### config.mk
export PLATFORM = sky130hd
export DESIGN_NAME = pidx_hash
export DESIGN_NICKNAME = d
export VERILOG_FILES = /design/src/rtl/pidx_pkg.sv /design/src/rtl/pidx_hash.sv
export SDC_FILE = /design/constraint.sdc
export NUM_CORES = 1
export LEC_CHECK = 0
export BUFFER_PORTS_ARGS = -buffer_cell sky130_fd_sc_hd__buf_2
export CORE_ASPECT_RATIO = 1.75
export CORE_MARGIN = 1.5
export CORE_UTILIZATION = 51
export CTS_BUF_LIST = sky130_fd_sc_hd__clkbuf_2
export DETAILED_ROUTE_END_ITERATION = 8
export PLACE_DENSITY = 0.79
export SYNTH_ARGS = -nofsm -noshare
export SYNTH_HDL_FRONTEND = slang
export SYNTH_SLANG_ARGS = --single-unit
### constraint.sdc
create_clock -name clk -period 14.2 [get_ports clk]
set_input_delay 0.71 -clock clk [delete_from_list [all_inputs] [get_ports clk]]
set_output_delay 0.71 -clock clk [all_outputs]
set_load 0.01 [all_outputs]
### src/rtl/pidx_pkg.sv
// ----------------------------------------------------------------------------
// pidx_pkg
// Shared types and constants of the palette indexer: hash constant, slot
// tag width, default sizes and the controller state type.
// ----------------------------------------------------------------------------
package pidx_pkg;

	// packed rgba color
	localparam int COLOR_W = 32;

	// max_colors register
	localparam int CFG_W = 10;
	localparam logic [CFG_W-1:0] MAX_COLORS_RST = 10'd512;

	// default sizes
	localparam int PALETTE_DEPTH_DEF = 512;
	localparam int TABLE_SIZE_DEF = 1024;

	// image tag kept with every slot, tag zero never matches
	localparam int EPOCH_W = 8;

	// multiplier of the color hash
	localparam logic [COLOR_W-1:0] HASH_MULT = 32'h045d9f3b;

	// controller states
	typedef enum logic [2:0] {
		ST_CLEAR,
		ST_IDLE,
		ST_HASH,
		ST_READ,
		ST_CHECK
	} state_t;

endpackage

### src/rtl/pidx_hash.sv
// ----------------------------------------------------------------------------
// pidx_hash
// Shift-xor, multiply and shift-xor hash of a packed color. The product is
// registered; the final fold is taken from the register.
// ----------------------------------------------------------------------------
module pidx_hash
	import pidx_pkg::*;
(
	input  logic               clk,
	input  logic [COLOR_W-1:0] color,
	output logic [COLOR_W-1:0] hash
);

	logic [COLOR_W-1:0] mix;
	logic [COLOR_W-1:0] prod_s1;

	// first fold
	assign mix = color ^ (color >> 16);

	// multiply, low word kept
	always_ff @(posedge clk) begin
		prod_s1 <= mix * HASH_MULT;
	end

	// second fold
	assign hash = prod_s1 ^ (prod_s1 >> 16);

endmodule

After elaboration in Yosys (flattened, before gate mapping):

Cells that the tools add are included.

* register bits after elaboration: 32
* output and inout bits: 32
* logic and storage cells: 4

* $mul: 1
* bitwise gates (word level): 2

Operators by type and width (number)
* bitwise XOR 32 x 16 -> 32 bit: 2
* multiplier 32 x 27 -> 32 bit (second input constant): 1

Longest topological paths before layout:

* depth in word-level cells: 2
* gate-level depth with buffers: 24
* mapped depth without buffers: 24

Worst setup path before layout:

OpenSTA, ideal clock, no wires.

* kind: input-to-reg
* start point: input color[12]
* end point: register prod_s1[28]
* library setup time: 127 ps
* arrival time: 6368 ps
* required time: 14073 ps
* path slack: 7705 ps
* stages: 21
* path buffers: 0
* cells stage by stage: xor2_1 fa_1 ha_1 inv_1 fa_1 fa_1 inv_1 fa_1 fa_1 inv_1 fa_1 inv_1 ha_1 a21o_1 a21o_1 a21oi_1 nor2b_1 o21ai_0 nand3_2 and4_1 or3_1

* longest elaborated chain between the ends: 2

Ends and longest elaborated chain
* from (decl): line pidx_hash.sv:10 `input logic [COLOR_W-1:0] color,`
* bitwise XOR 32 x 16 -> 32 bit: line pidx_hash.sv:18 `assign mix = color ^ (color >> 16);`
* multiplier 32 x 27 -> 32 bit: line pidx_hash.sv:22 `prod_s1 <= mix * HASH_MULT;`
* to (signal assigned): line pidx_hash.sv:22
* to (decl): line pidx_hash.sv:15 `logic [COLOR_W-1:0] prod_s1;`

No other way between the ends.

Final worst setup path:

* start point: input color[28]
* end point: register prod_s1[29]

The elaborated chain is that of the path after synthesis.

==> flow_metrics.py <==
metrics = {
    "run_status": {
        "status": "finished, final reports clean",
    },
    "global_route": {
        "grt_pass1_vias": 8025,
        "top_usage_layer": "met2",
        "met2_usage": 0.526,
        "use_met1": 0.237,
        "grt.met3_usage": 0.0185,
        "grt_max_degree": 13,
        "grt_pass1_wl_um": 41000,
        "antenna_found_initial": 1,
        "grt_overflow": 0,
        "track_usage": 0.276,
    },
    "clocking": {
        "cts.sinks": 32,
        "clkTransAtPathRegs_ns": 0.15,
        "root_buffer": "clkbuf_2",
        "post-cts-setup-buffers": 0,
        "clockBufferDepth": 2,
        "cts_tree": "yes",
        "hold_buffers": 0,
        "cts_buffers": 5,
        "cts_resized": 0,
        "h-tree-depth": 2,
    },
    "logic_synthesis": {
        "syn-num-nets": 1477,
        "ys_async_sr_fraction": 0,
        "synth_edf_count": 0,
        "yosysSeqAreaShare": 0.0626,
        "synthDistinctLibCells": 40,
        "ys.flop_type": "dfxtp_1",
        "synth_area_mm2": 0.0102,
        "syn_inst": 1073,
        "synth-seq-cells": 32,
        "avgSynthCellArea_um2": 9.54,
        "synth_warnings": 0,
    },
    "floorplanning": {
        "die_w_um": 110,
        "rows": 68,
        "dieHeight_um": 190,
        "ios": 65,
        "core_mm2": 0.0197,
        "die_area_mm2": 0.0210,
        "start_util": 0.519,
    },
    "job": {
        "maxCapViolations": 0,
    },
    "worst_hold_path": {
        "hold_path_class": "in2reg",
    },
    "placement": {
        "dp_hpwl_um": 25000,
        "port-buffer-count": 64,
        "gp_congestion": 1.02,
    },
    "timing": {
        "rsz0062_at_grt": "no",
        "final.min_clock_period_ns": 7.15,
        "setup_viol": 0,
        "slew_headroom": 0.280,
        "tns_ns": 0,
        "drv_slew": 0,
        "finalCritPeriodShare": 0.503,
        "worst_pin_slew_ns": 1.08,
        "finalHoldViolations": 0,
        "max_freq_mhz": 140,
    },
    "setup_path": {
        "end_kind": "flip-flop",
        "worst_setup_path_start_kind": "input port",
        "cp_data_required_time_ns": 14.53,
        "critPathArrivalTime_ns": 7.47,
        "critical_path.startpoint": "color[28]",
        "setup.worst_path.end": "prod_s1[29]",
        "path_max_fanout": 8,
        "worstSetupPathType": "in2reg",
    },
    "final_layout": {
        "fill_cells": 1760,
        "largest_register": "prod_s1",
        "final_nets": 1538,
        "syn2layout_area_growth_pct": 5.73,
        "drive_gt1_frac": 0.0705,
        "top_regs": "prod_s1: 32 flops",
        "largest_reg_flops": 32,
    },
    "route": {
        "post_drt_wl_per_cell_um": 19.3,
        "first_pass_iters": 5,
        "drc_errors": 0,
        "vias": 6996,
        "drtIter0Drc": 258,
        "ant_nets": 0,
        "routed_wl_um": 26700,
        "viasPerCell": 5.07,
    },
}
==> layout by cell type (no fill, tap or decap), types with 6 or more instances in the layout <==
cell,n
xor2_1,49
buf_4,6
a21oi_1,23
a21o_1,19
nand2_1,18
xnor2_1,56
ha_1,160
dfxtp_1,32
fa_1,211
o21ai_0,7
buf_2,64
inv_1,424
nor2_1,10
==> layer usage <==
layer,part of all wire,routed length (µm)
met1,0.30,7990
met2,0.56,14900
met3,0.024,645
met4,0.12,3150
met5,0,0
==> worst max-delay path, cell delays in order <==
cell and delay (ns):
buf_2 0.13, xor2_1 0.85, xnor2_1 0.34, inv_1 0.14
ha_1 0.25, ha_1 0.36, fa_1 0.50, inv_1 0.05
fa_1 0.49, inv_1 0.05, fa_1 0.51, fa_1 0.53
inv_1 0.06, fa_1 0.47, inv_1 0.04, ha_1 0.33
and3_1 0.26, nand2_1 0.13, o41ai_2 0.58, a21oi_1 0.24
nand2b_1 0.21, o311ai_1 0.21
==> cell families (layout without fill, tap and decap cells) <==
kind of cell | after synthesis | in the layout | share of synthesized area
XOR/XNOR | 105 | 105 | 0.0898
buffers and inverters | 440 | 501 | 0.167
AND/OR/NAND/NOR | 56 | 56 | 0.0272
AO/OA/AOI/OAI | 68 | 68 | 0.0442
flip-flops | 32 | 32 | 0.0626
other | 0 | 1 | 0
adder cells (fa/ha/maj) | 371 | 371 | 0.608
multiplexers | 1 | 1 | 0.000978
==> cells in the mapped netlist, drive strengths merged (2+ instances only) <==
cell    number  area (µm²)
o21a         4        30.0
nor2b        2        12.5
nand2       18        67.6
a21oi       24         124
a21o        19         143
xor2        49         429
ha         160        2000
nor3         3        15.0
nand4        3        18.8
and2         3        18.8
o21ai        8        40.0
and3         3        18.8
or3          4        25.0
inv        424        1590
a211oi       2        15.0
fa         211        4220
nor2        10        37.5
buf         16         120
nand2b       2        12.5
xnor2       56         490
o21bai       2        15.0
nand3        5        30.0
dfxtp       32         641
==> per-stage QoR <==
step	instances	hold WS [ns]	util	setup slack [ns]	area, µm²
after floorplan	1073	0.989	-	7.70	10200
after global placement	1372	1.13	0.547	6.74	10800
after detailed placement	1372	1.14	0.547	6.67	10800
after CTS	1379	0.689	0.548	7.09	10800
after global routing	1380	0.701	0.548	6.73	10800
final	1380	0.713	0.548	7.05	10800
==> area by class of cell <==
cell class / count / area, µm² / share of cell area
clock inverter: 2 / 7.51 / 0.000693
tap: 245 / 307 / 0.0283
antenna: 1 / 2.50 / 0.000231
clock buffer: 5 / 25.0 / 0.00231
inverter: 424 / 1590 / 0.147
multi-input combinational: 601 / 7890 / 0.729
sequential: 32 / 641 / 0.0592
timing repair buffer: 70 / 365 / 0.0337
==> how the worst min path moves through the flow <==
stage               slack, ns   startpoint  depth (start not counted)         end
floorplan                0.99     color[0]                          1  prod_s1[0]
global placement         1.13  prod_s1[20]                          1    hash[20]
detailed placement       1.14  prod_s1[20]                          1    hash[20]
CTS                      0.69     color[0]                          3  prod_s1[0]
global route             0.70     color[0]                          3  prod_s1[0]
finish                   0.71     color[0]                          3  prod_s1[0]
Power is not shown: default switching activity piles up to over one toggle a cycle in this logic, so the estimate is an artifact.
